===== src/imu_pkg.sv =====
// shared types, constants and the arctangent step table
package imu_pkg;

  localparam int AVG_DEPTH  = 5;
  localparam int ANGLE_ITER = 16;
  localparam int SLOT_W     = $clog2(AVG_DEPTH);
  localparam int ITER_W     = $clog2(ANGLE_ITER);
  localparam int SUM_W      = 19;
  localparam int MEAN_W     = 17;
  localparam int CW         = 33;

  localparam logic [14:0] LIMIT_RESET = 15'd30720;
  localparam logic [14:0] RATE_SCALE  = 15'd14667;
  localparam logic [17:0] DIV5_MUL    = 18'd209716;
  localparam logic [15:0] RIGHT_ANGLE = 16'd23040;

  typedef struct packed {
    logic signed [SUM_W-1:0] sum_x;
    logic signed [SUM_W-1:0] sum_y;
    logic signed [SUM_W-1:0] sum_z;
    logic signed [SUM_W-1:0] sum_r;
  } sums_t;

  typedef enum logic [2:0] {
    BK_IDLE,
    BK_DIV,
    BK_ROT,
    BK_ROLL,
    BK_PINIT,
    BK_PITCH,
    BK_PFIN,
    BK_OUT
  } back_state_e;

  typedef logic signed [CW-1:0] ang_tab_t [ANGLE_ITER];

  // shift-subtract quotient of two non-negative constants
  function automatic longint const_div(input longint num, input longint den);
    longint quo;
    longint rem;
    quo = 0;
    rem = 0;
    for (int b = 62; b >= 0; b--) begin
      rem = (rem << 1) | ((num >> b) & longint'(1));
      if (rem >= den) begin
        rem = rem - den;
        quo = quo | (longint'(1) << b);
      end
    end
    return quo;
  endfunction

  function automatic ang_tab_t build_tab();
    ang_tab_t tab;
    longint   rad;
    longint   term;
    longint   e;
    tab[0] = CW'(64'd45 * 64'd256 * 64'd65536);
    for (int i = 1; i < ANGLE_ITER; i++) begin
      rad = 0;
      for (int k = 0; i * (2 * k + 1) <= 32; k++) begin
        e    = 32 - i * (2 * k + 1);
        term = const_div(longint'(1) << e, longint'(2 * k + 1));
        rad  = ((k & 1) == 1) ? rad - term : rad + term;
      end
      tab[i] = CW'((64'(rad) * 64'd961263669 + 64'h80000000) >> 32);
    end
    return tab;
  endfunction

  localparam ang_tab_t ATAN_TAB = build_tab();

endpackage


===== src/imu_front.sv =====
// front end: limit check, sample ring and running channel sums
module imu_front import imu_pkg::*; (
  input  logic               clk_i,
  input  logic               rst_ni,
  input  logic               cfg_we_i,
  input  logic [14:0]        cfg_wdata_i,
  input  logic               in_valid_i,
  output logic               in_stall_o,
  input  logic signed [15:0] accel_x_i,
  input  logic signed [15:0] accel_y_i,
  input  logic signed [15:0] accel_z_i,
  input  logic signed [15:0] yaw_rate_i,
  input  logic               q_full_i,
  output logic               q_push_o,
  output sums_t              q_data_o
);

  logic [14:0]        limit_q;
  logic signed [15:0] ring_x_q [AVG_DEPTH];
  logic signed [15:0] ring_y_q [AVG_DEPTH];
  logic signed [15:0] ring_z_q [AVG_DEPTH];
  logic signed [16:0] ring_r_q [AVG_DEPTH];
  logic [SLOT_W-1:0]  slot_q;
  sums_t              sums_q, sums_d;
  logic signed [15:0] lim_s;
  logic signed [16:0] rate_neg;
  logic               xfer, keep;

  assign lim_s    = $signed({1'b0, limit_q});
  assign rate_neg = -17'(yaw_rate_i);
  assign xfer     = in_valid_i && !q_full_i;
  assign keep     = !(accel_x_i > lim_s || accel_y_i > lim_s || accel_z_i > lim_s);
  assign in_stall_o = q_full_i;
  assign q_push_o   = xfer && keep;

  always_comb begin
    sums_d.sum_x = sums_q.sum_x + SUM_W'(accel_x_i) - SUM_W'(ring_x_q[slot_q]);
    sums_d.sum_y = sums_q.sum_y + SUM_W'(accel_y_i) - SUM_W'(ring_y_q[slot_q]);
    sums_d.sum_z = sums_q.sum_z + SUM_W'(accel_z_i) - SUM_W'(ring_z_q[slot_q]);
    sums_d.sum_r = sums_q.sum_r + SUM_W'(rate_neg) - SUM_W'(ring_r_q[slot_q]);
  end

  assign q_data_o = sums_d;

  always_ff @(posedge clk_i or negedge rst_ni) begin
    if (!rst_ni) begin
      limit_q <= LIMIT_RESET;
      slot_q  <= '0;
      sums_q  <= '0;
      for (int i = 0; i < AVG_DEPTH; i++) begin
        ring_x_q[i] <= '0;
        ring_y_q[i] <= '0;
        ring_z_q[i] <= '0;
        ring_r_q[i] <= '0;
      end
    end else begin
      if (cfg_we_i) begin
        limit_q <= cfg_wdata_i;
      end
      if (xfer && keep) begin
        ring_x_q[slot_q] <= accel_x_i;
        ring_y_q[slot_q] <= accel_y_i;
        ring_z_q[slot_q] <= accel_z_i;
        ring_r_q[slot_q] <= rate_neg;
        sums_q <= sums_d;
        slot_q <= (slot_q == SLOT_W'(AVG_DEPTH - 1)) ? '0 : slot_q + 1'b1;
      end
    end
  end

endmodule


===== src/imu_queue.sv =====
// two-entry queue of channel sums between front and back
module imu_queue import imu_pkg::*; (
  input  logic  clk_i,
  input  logic  rst_ni,
  input  logic  push_i,
  input  sums_t wdata_i,
  output logic  full_o,
  input  logic  pop_i,
  output logic  valid_o,
  output sums_t rdata_o
);

  sums_t      mem_q [2];
  logic       wp_q, rp_q;
  logic [1:0] cnt_q;

  assign full_o  = (cnt_q == 2'd2);
  assign valid_o = (cnt_q != 2'd0);
  assign rdata_o = mem_q[rp_q];

  always_ff @(posedge clk_i) begin
    if (push_i) begin
      mem_q[wp_q] <= wdata_i;
    end
  end

  always_ff @(posedge clk_i or negedge rst_ni) begin
    if (!rst_ni) begin
      wp_q  <= 1'b0;
      rp_q  <= 1'b0;
      cnt_q <= '0;
    end else begin
      if (push_i) begin
        wp_q <= !wp_q;
      end
      if (pop_i) begin
        rp_q <= !rp_q;
      end
      cnt_q <= cnt_q + 2'(push_i) - 2'(pop_i);
    end
  end

endmodule


===== src/imu_back.sv =====
// back end: averages, rotation scaling and shared cordic arctangent
module imu_back import imu_pkg::*; (
  input  logic               clk_i,
  input  logic               rst_ni,
  input  logic               q_valid_i,
  input  sums_t              q_data_i,
  output logic               q_pop_o,
  output logic               out_valid_o,
  input  logic               out_stall_i,
  output logic signed [15:0] roll_angle_o,
  output logic signed [15:0] pitch_angle_o,
  output logic signed [15:0] rotation_rate_o,
  output logic signed [15:0] mean_accel_x_o,
  output logic signed [15:0] mean_accel_y_o,
  output logic signed [15:0] mean_accel_z_o,
  output logic signed [15:0] mean_rate_o
);

  back_state_e state_q, state_d;
  sums_t       sums_q;
  logic signed [MEAN_W-1:0] mx_q, my_q, mz_q, mr_q;
  logic signed [32:0]       prod_q;
  logic signed [CW-1:0]     x_q, y_q, z_q, dx, dy, x_n, y_n, z_n;
  logic [ITER_W-1:0]        iter_q;
  logic                     num0_q, den0_q, numneg_q, neg_q;
  logic signed [15:0]       roll_q, pitch_q, ang_fin;
  logic                     last_iter;

  function automatic logic signed [MEAN_W-1:0] div5(input logic signed [SUM_W-1:0] s);
    logic [SUM_W-2:0] mag;
    logic [35:0]      p;
    logic [15:0]      q;
    mag = s[SUM_W-1] ? (SUM_W-1)'(-s) : s[SUM_W-2:0];
    p   = 36'(mag) * 36'(DIV5_MUL);
    q   = p[35:20];
    return s[SUM_W-1] ? -$signed({1'b0, q}) : $signed({1'b0, q});
  endfunction

  assign last_iter = (iter_q == ITER_W'(ANGLE_ITER - 1));

  // cordic vectoring step
  always_comb begin
    dx = y_q >>> iter_q;
    dy = x_q >>> iter_q;
    if (y_q > 0) begin
      x_n = x_q + dx;
      y_n = y_q - dy;
      z_n = z_q + ATAN_TAB[iter_q];
    end else begin
      x_n = x_q - dx;
      y_n = y_q + dy;
      z_n = z_q - ATAN_TAB[iter_q];
    end
  end

  // angle finish: clamp, round, sign, special cases
  always_comb begin
    logic signed [CW-1:0] zc;
    logic [CW-1:0]        r;
    logic [15:0]          mag;
    if (z_q < 0) begin
      zc = '0;
    end else if (z_q > $signed(CW'({RIGHT_ANGLE, 16'd0}))) begin
      zc = CW'({RIGHT_ANGLE, 16'd0});
    end else begin
      zc = z_q;
    end
    r   = CW'(zc) + CW'(32768);
    mag = r[31:16];
    if (mag > RIGHT_ANGLE) begin
      mag = RIGHT_ANGLE;
    end
    if (num0_q) begin
      ang_fin = '0;
    end else if (den0_q) begin
      ang_fin = numneg_q ? -$signed(RIGHT_ANGLE) : $signed(RIGHT_ANGLE);
    end else begin
      ang_fin = neg_q ? -$signed(mag) : $signed(mag);
    end
  end

  always_comb begin
    state_d = state_q;
    case (state_q)
      BK_IDLE:  if (q_valid_i) state_d = BK_DIV;
      BK_DIV:   state_d = BK_ROT;
      BK_ROT:   state_d = BK_ROLL;
      BK_ROLL:  if (last_iter) state_d = BK_PINIT;
      BK_PINIT: state_d = BK_PITCH;
      BK_PITCH: if (last_iter) state_d = BK_PFIN;
      BK_PFIN:  state_d = BK_OUT;
      BK_OUT:   if (!out_stall_i) state_d = BK_IDLE;
      default:  state_d = BK_IDLE;
    endcase
  end

  always_comb begin
    q_pop_o     = (state_q == BK_IDLE) && q_valid_i;
    out_valid_o = (state_q == BK_OUT);
  end

  always_ff @(posedge clk_i or negedge rst_ni) begin
    if (!rst_ni) begin
      state_q <= BK_IDLE;
    end else begin
      state_q <= state_d;
    end
  end

  always_ff @(posedge clk_i) begin
    case (state_q)
      BK_IDLE: begin
        if (q_valid_i) begin
          sums_q <= q_data_i;
        end
      end
      BK_DIV: begin
        mx_q <= div5(sums_q.sum_x);
        my_q <= div5(sums_q.sum_y);
        mz_q <= div5(sums_q.sum_z);
        mr_q <= div5(sums_q.sum_r);
      end
      BK_ROT, BK_PINIT: begin
        if (state_q == BK_ROT) begin
          prod_q <= $signed(mr_q) * $signed({1'b0, RATE_SCALE});
          num0_q   <= (mx_q == 0);
          numneg_q <= mx_q[MEAN_W-1];
          neg_q    <= mx_q[MEAN_W-1] != mz_q[MEAN_W-1];
          y_q <= CW'($signed({mx_q[MEAN_W-1] ? -mx_q : mx_q, 14'd0}));
        end else begin
          roll_q   <= ang_fin;
          num0_q   <= (my_q == 0);
          numneg_q <= my_q[MEAN_W-1];
          neg_q    <= my_q[MEAN_W-1] != mz_q[MEAN_W-1];
          y_q <= CW'($signed({my_q[MEAN_W-1] ? -my_q : my_q, 14'd0}));
        end
        den0_q <= (mz_q == 0);
        x_q    <= CW'($signed({mz_q[MEAN_W-1] ? -mz_q : mz_q, 14'd0}));
        z_q    <= '0;
        iter_q <= '0;
      end
      BK_ROLL, BK_PITCH: begin
        x_q    <= x_n;
        y_q    <= y_n;
        z_q    <= z_n;
        iter_q <= iter_q + 1'b1;
      end
      BK_PFIN: begin
        pitch_q <= ang_fin;
      end
      BK_OUT: begin
      end
      default: begin
      end
    endcase
  end

  assign roll_angle_o    = roll_q;
  assign pitch_angle_o   = pitch_q;
  assign rotation_rate_o = prod_q[29:14];
  assign mean_accel_x_o  = mx_q[15:0];
  assign mean_accel_y_o  = my_q[15:0];
  assign mean_accel_z_o  = mz_q[15:0];
  assign mean_rate_o     = (mr_q > $signed(MEAN_W'(32767))) ? 16'sd32767 : mr_q[15:0];

endmodule


===== src/imu_tilt_from_moving_average_unit.sv =====
// top level: imu tilt and rotation from a five-sample moving average
// the back end takes new sums only once its result is out, since
// the two 16-step cordic passes share one arctangent unit; the front
// takes samples into a two-entry queue
// reset: ring, sums and slot cleared, limit set to 30720, no result pending
module imu_tilt_from_moving_average_unit import imu_pkg::*; (
  input  logic               clk_i,
  input  logic               rst_ni,
  input  logic               cfg_we_i,
  input  logic [14:0]        cfg_wdata_i,
  input  logic               in_valid_i,
  output logic               in_stall_o,
  input  logic signed [15:0] accel_x_i,
  input  logic signed [15:0] accel_y_i,
  input  logic signed [15:0] accel_z_i,
  input  logic signed [15:0] yaw_rate_i,
  output logic               out_valid_o,
  input  logic               out_stall_i,
  output logic signed [15:0] roll_angle_o,
  output logic signed [15:0] pitch_angle_o,
  output logic signed [15:0] rotation_rate_o,
  output logic signed [15:0] mean_accel_x_o,
  output logic signed [15:0] mean_accel_y_o,
  output logic signed [15:0] mean_accel_z_o,
  output logic signed [15:0] mean_rate_o
);

  logic  push, full, pop, qv;
  sums_t wdata, rdata;

  imu_front u_front (
    .clk_i, .rst_ni, .cfg_we_i, .cfg_wdata_i, .in_valid_i, .in_stall_o,
    .accel_x_i, .accel_y_i, .accel_z_i, .yaw_rate_i,
    .q_full_i(full), .q_push_o(push), .q_data_o(wdata)
  );

  imu_queue u_queue (
    .clk_i, .rst_ni, .push_i(push), .wdata_i(wdata), .full_o(full),
    .pop_i(pop), .valid_o(qv), .rdata_o(rdata)
  );

  imu_back u_back (
    .clk_i, .rst_ni, .q_valid_i(qv), .q_data_i(rdata), .q_pop_o(pop),
    .out_valid_o, .out_stall_i, .roll_angle_o, .pitch_angle_o, .rotation_rate_o,
    .mean_accel_x_o, .mean_accel_y_o, .mean_accel_z_o, .mean_rate_o
  );

endmodule

===== config.mk =====
export PLATFORM = sky130hd
export DESIGN_NAME = imu_tilt_from_moving_average_unit
export DESIGN_NICKNAME = d
export VERILOG_FILES = /design/src/imu_pkg.sv /design/src/imu_front.sv /design/src/imu_queue.sv /design/src/imu_back.sv /design/src/imu_tilt_from_moving_average_unit.sv
export SDC_FILE = /design/constraint.sdc
export NUM_CORES = 2
export LEC_CHECK = 0
export BUFFER_PORTS_ARGS = -buffer_cell sky130_fd_sc_hd__buf_4
export CAP_MARGIN = 0
export CELL_PAD_IN_SITES_DETAIL_PLACEMENT = 1
export CELL_PAD_IN_SITES_GLOBAL_PLACEMENT = 2
export CORE_ASPECT_RATIO = 0.75
export CORE_UTILIZATION = 25
export DETAILED_ROUTE_END_ITERATION = 7
export GPL_ROUTABILITY_DRIVEN = 0
export PLACE_DENSITY = 0.57
export SLEW_MARGIN = 20
export SYNTH_ARGS = -nofsm -noshare
export SYNTH_HDL_FRONTEND = slang
export SYNTH_SLANG_ARGS = --single-unit

===== constraint.sdc =====
create_clock -name clk_i -period 10.9 [get_ports clk_i]
set_input_delay 0.545 -clock clk_i [delete_from_list [all_inputs] [get_ports clk_i]]
set_output_delay 0.545 -clock clk_i [all_outputs]
set_load 0.05 [all_outputs]

After elaboration in Yosys (flattened, before gate mapping)
Memory sizes are Yosys's and may differ from the RTL's. A register that Yosys moved wholly into a read port is not among the register bits.
Cells that the tools add are included.

cells by class
  add/subtract/negate cells = 32
  multipliers = 5
  magnitude comparators = 11
  equality and inequality tests = 16
  shift operators = 2
  muxes and demuxes = 60
  bitwise operators = 3
  reduce and logical (&&, ||, !) cells = 22

operators by type and width
  cell                                                                   count
  16-bit two-way mux                                                     17
  80-bit bitwise mux                                                     3
  33-bit two-way mux                                                     6
  33-bit case mux with 2 select lines                                    3
  16-bit binary-select mux with 3-bit select                             3
  18-bit by 16-bit multiplier with 34-bit output, second input constant  4
  17-bit two-way mux                                                     6
  33-bit adder                                                           3
  33-bit subtractor                                                      3
  32-bit logical NOT                                                     3
  85-bit bitwise mux                                                     1
  16-bit negator with 17-bit output                                      5
  18-bit two-way mux                                                     4
  18-bit negator                                                         4
  33-bit by 4-bit >>> shifter with 33-bit output                         2
  32-bit two-way mux                                                     2
  19-bit by 16-bit adder with 19-bit output                              3
  19-bit by 16-bit subtractor with 19-bit output                         3
  17-bit binary-select mux with 3-bit select                             1
  17-bit demux with 3-bit select                                         1
  17-bit negator                                                         3
  16-bit demux with 3-bit select                                         1
  16-bit > comparator                                                    3
  33-bit by 1-bit > comparator with 1-bit output, second input constant  1
  other kinds (39)                                                       66

storage, ports and cells
  register bits = 663
  RAM bits = 152
  ROM bits = 528
  input bits = 84
  output and inout port bits = 114
  logic and storage cells = 202
  memories = 2

memories
  memory           depth  bits a word  read ports  clocked after memory_dff  write ports  RTL line         source
  (no name shown)  16     33           1           0                         0            imu_back.sv:48   z_n = z_q + ATAN_TAB[iter_q];
  u_queue.mem_q    2      76           1           1                         1            imu_queue.sv:13  sums_t mem_q [2];

Logic depth before layout (Yosys ltp)
  word-level depth = 10
  depth in mapped cells = 34
  mapped depth without buffers = 33

By module
A second synthesis with hierarchy kept.

unflattened totals
  cells, all modules = 7,881
  area, all modules = 82,125.0 um^2

by module, submodules not included
  module     times used  cells each  area an instance (um^2)  seq. area each (um^2)
  imu_back   1           5,394       50,916.3                 9,053.7
  imu_front  1           2,235       25,389.4                 10,490.1
  imu_queue  1           252         5,819.3                  4,664.5

Worst setup path after synthesis
Ideal clock, no wire load.

  path type = input to register
  start = input port accel_x_i[1]
  end = memory u_queue.mem_q[0][0] (netlist bit), enable pin
  library setup time = 698 ps
  arrival = 9,653 ps
  data required time = 10,202 ps
  setup slack = 549 ps
  cell stages on the path = 12
  buffers on the path = 0
  cell sequence = ha_1 nor2b_1 o21a_1 o21a_1 o21a_1 o21a_1 o21a_1 o21ai_1 a21oi_1 a2111oi_0 nor4_1 nor4_1

between the ends
  longest elaborated chain between the ends = 7

ends and longest elaborated chain
  item                                     RTL line                                 source
  start: declaration                       imu_tilt_from_moving_average_unit.sv:13  input logic signed [15:0] accel_x_i,
  16-bit > comparator                      imu_front.sv:32                          assign keep = !(accel_x_i > lim_s || accel_y_i > lim_s || accel_z_i > lim_s);
  1-bit logical OR (2 in series)           imu_front.sv:32
  1-bit logical NOT                        imu_front.sv:32
  1-bit logical AND                        imu_front.sv:34                          assign q_push_o = xfer && keep;
  1-bit two-way mux                        imu_queue.sv:22                          if (push_i) begin
  1-bit two-way mux (not written as such)  imu_queue.sv:23                          mem_q[wp_q] <= wdata_i;
  end: declaration                         imu_queue.sv:13

Every way passes these cells.

Final worst setup path
  start = register u_back.sums_q[45] (netlist bit)
  end = register u_back.my_q[16] (data pin)

between the ends
  longest elaborated chain between the ends = 4

ends and longest elaborated chain
  item                                              RTL line         source
  start: declaration                                imu_back.sv:20   sums_t sums_q;
  start signal: assignment                          imu_back.sv:114  sums_q <= q_data_i;
  18-bit negator                                    imu_back.sv:33   mag = s[SUM_W-1] ? (SUM_W-1)'(-s) : s[SUM_W-2:0];
  18-bit two-way mux *                              imu_back.sv:33
  18-bit by 16-bit multiplier with 34-bit output *  imu_back.sv:34   p = 36'(mag) * 36'(DIV5_MUL);
  16-bit negator with 17-bit output *               imu_back.sv:36   return s[SUM_W-1] ? -$signed({1'b0, q}) : $signed({1'b0, q});
  end signal: assignment                            imu_back.sv:119  my_q <= div5(sums_q.sum_y);
  end: declaration                                  imu_back.sv:21   logic signed [MEAN_W-1:0] mx_q, my_q, mz_q, mr_q;

Mark *: on every way between the ends. The rest lies on a longest branch, timed or not.
A chain may end at the register's enable or synchronous reset.

==> flow_summary_export.csv <==
group,metric,value,unit
floorplanning,core-area,318000,um^2
route,antenna_left,0,
synthesis,synth-compound-area-share,9.27,%
route,vias,55320,
sta,setup-violations-final,0,
sta,clock-skew-final,0.0658,ns
route,wl,243,mm
synthesis,ys_async_sr_fraction,48.6,%
clock_network,h-tree-depth,3,
placed_design,placed_area,86000,um^2
synthesis,ys_ff_latch,877,
layout,fin_area,90000,um^2
floorplanning,chipWidth,655,um
layout,nets,9272,
setup_path,slowest_stage,"xor2_1",
global_route,grt_pass1_vias,60197,
layout,layout_common_cells,"1239 x inv_1, 925 x ha_1, 520 x fa_1",
clock_network,cts_root_buf,"clkbuf_16",
sta,worst_pin_slew,1.07,ns
route,wire_per_inst,20.1,um
clock_network,clkSinkCount,877,
global_route,grtUsageTotal,15.1,%
floorplanning,initial_core_util,25.2,%
synthesis,synth_cells,7631,
route,remaining_drc_errors,16,
clock_network,numCtsBuffers,106,
global_route,antenna_found_initial,12,
clock_network,clk_pin_slew_worst_paths,0.07,ns
layout,area_growth,12.6,%
layout,layout_commonest_cell,"inv_1",
clock_network,cts_tree,"done",
synthesis,ys_seq_area_share,30.3,%
route,dr.first_iter.drc_count,2417,
sta,clock.fmax,0.106,GHz
global_route,grt_pass1_wl,378,mm
sta,period_needed,9.47,ns
run,maxCapViolations,0,
floorplanning,die_h,492,um
sta,fin_crit_sh,86.9,%
clock_network,clockBufferDepth,3,
floorplanning,die_area,322000,um^2
synthesis,synth.distinct_cells,87,
placed_design,post-dp-hpwl,191,mm
synthesis,synthAdderAreaFrac,27.5,%
synthesis,synth-xor-area-share,6.53,%
sta,slew_violations,0,
synthesis,synth_edf_count,451,
synthesis,synth_top_family_by_area,"adder cells",
placed_design,port_buffers,197,
setup_path,cp_max_fo,7,
sta,tns,0,ns
setup_path,crit_type,"reg2reg",
synthesis,synth_nets,9160,
route,viasPerCell,4.57,
setup_path,crit_path_start_kind,"flip-flop",
sta,finalHoldViolCount,0,
synthesis,synthFlopType,"edfxtp_1",
layout,drive_gt1_share,12.7,%
synthesis,synth_area,79900,um^2
synthesis,ys_warn_count,0,
sta,maxSlewHeadroom,28.7,%
status,violations,"design-rule violations",
setup_path,end_kind,"flip-flop",
synthesis,synth_mux_area_share,10.5,%
route,first_pass_iters,7,
status,status,"finished with violations",
synthesis,syn_avg_cell_area,10.5,um^2
setup_path,cp.required,11.43,ns
setup_path,cpPeakStageDelay,0.70,ns
clock_network,clk_latency,0.78,ns
global_route,grt_max_degree,142,
synthesis,synth-simple-area-share,8.43,%
sta,grt_setup_unrepaired,"false",
global_route,globalRouteOverflowTotal,0,
clock_network,cts_resized,0,
floorplanning,pin_count,198,
setup_path,r2r_setup_slack,1.43,ns
setup_path,crit_arrival,10.00,ns
floorplanning,row_count,179,
worst_hold_path,min_path_type,"in2reg",
-- cell type report --
type | count | area (um^2)
multi-input cells | 5238 | 49800
inverters | 1246 | 4680
diodes | 4 | 10.0
flip-flops and latches | 877 | 24200
fillers | 35910 | 228000
clock buffers | 123 | 2810
well taps | 4253 | 5320
clock inverters | 79 | 937
repair buffers | 274 | 2160
-- cells by family after synthesis --
| family | count (synthesis) |
|---|---|
| flops | 877 |
| compound gates | 1164 |
| buf+inv | 1516 |
| xor+xnor | 596 |
| fa+ha+maj | 1445 |
| mux | 625 |
| simple gates | 1408 |
-- sequential cells by signal, summed over array words and instances (netlist names), 2 cells and up --
register	count
u_front.sums_q	76
u_front.slot_q	3
u_queue.cnt_q	2
u_back.sums_q	76
u_back.state_q	3
u_back.y_q	33
u_queue.mem_q	152
u_back.mx_q	17
u_back.z_q	33
u_back.mz_q	17
u_back.x_q	33
u_front.limit_q	15
u_back.my_q	17
u_front.ring_r_q	85
u_back.prod_q	16
u_front.ring_x_q	80
u_back.pitch_angle_o	16
u_front.ring_y_q	80
u_front.ring_z_q	80
u_back.roll_angle_o	16
u_back.iter_q	4
u_back.mr_q	17
-- stage by stage --
stage	util [%]	worst slack, ns	hold WS [ns]	instances
after floorplan	-	0.549	0.249	7631
after global placement	27.1	1.73	0.463	11869
after detailed placement	27.1	1.52	0.475	11871
after CTS	28.3	1.50	0.00508	12090
after global routing	28.3	0.796	0.0423	12092
final	28.3	1.43	0.0882	12094
-- synth_stat cells (32+ instances only) --
library cell  count  area (um^2)
nand4_1          32          200
buf_2            35          175
buf_4            52          390
and3_1           50          313
mux2_2          354         3990
and2_1           50          313
clkbuf_1        154          578
a22o_1           46          403
edfxtp_1        451        13500
a211oi_1         44          330
o31ai_1          49          368
o21ai_0         306         1530
ha_1            925        11600
fa_1            520        10400
nor3_1           97          485
or3_1            34          213
nor2_1          351         1320
nand2_1         455         1710
nor2b_1          60          375
mux4_2          127         2860
o21ai_1          32          160
nor4_1           34          213
o21a_1           64          480
a31oi_1          51          319
a21oi_1         275         1380
mux2_1           91         1020
mux2i_1          53          531
a21o_1           87          653
inv_1          1242         4660
dfrtp_1         422        10600
xor2_1          197         1730
nand2b_1         49          307
nand3_1          89          445
xnor2_1         399         3490
-- routing by layer --
| layer | up-vias | global-route usage, % | routed length, um | share of wire, % |
|---|---|---|---|---|
| met3 | 182 | 1.47 | 5530 | 2.3 |
| li1 | 26323 | - | - | - |
| met2 | 518 | 23.1 | 105000 | 43 |
| met4 | 0 | 2.42 | 3530 | 1.5 |
| met5 | - | 0 | 0 | 0 |
| met1 | 28297 | 23.1 | 129000 | 53 |
-- worst paths after layout --
path	start	end	cells past startpoint
min in group asynchronous	rst_ni	u_front.limit_q[3]	2
max	u_back.sums_q[45]	u_back.my_q[16]	30
min reg2reg	u_front.ring_r_q[77]	u_front.ring_r_q[77]	1
max reg2reg	u_back.sums_q[45]	u_back.my_q[16]	30
max in group asynchronous	rst_ni	u_front.ring_y_q[15]	4
min	accel_y_i[3]	u_front.ring_y_q[19]	2
-- worst max-delay path, delay by kind of cell (launching register included) --
kind / cells / cell delay (ns)
and+or+nand+nor: 9 / 2.48
AOI/OAI and AO/OA: 9 / 2.29
adders and majority gates: 7 / 3.14
DFF: 1 / 0.43
xor gates and xnor gates: 1 / 0.70
buffers and inverters: 4 / 0.20
-- timing repair --
item,4_1_cts,5_1_grt
buffers inserted,0,0
hold buffers,17,0
endpoints found under the hold margin,110,0
Power is not shown: default switching activity piles up to over one toggle a cycle in this logic, so the estimate is an artifact.
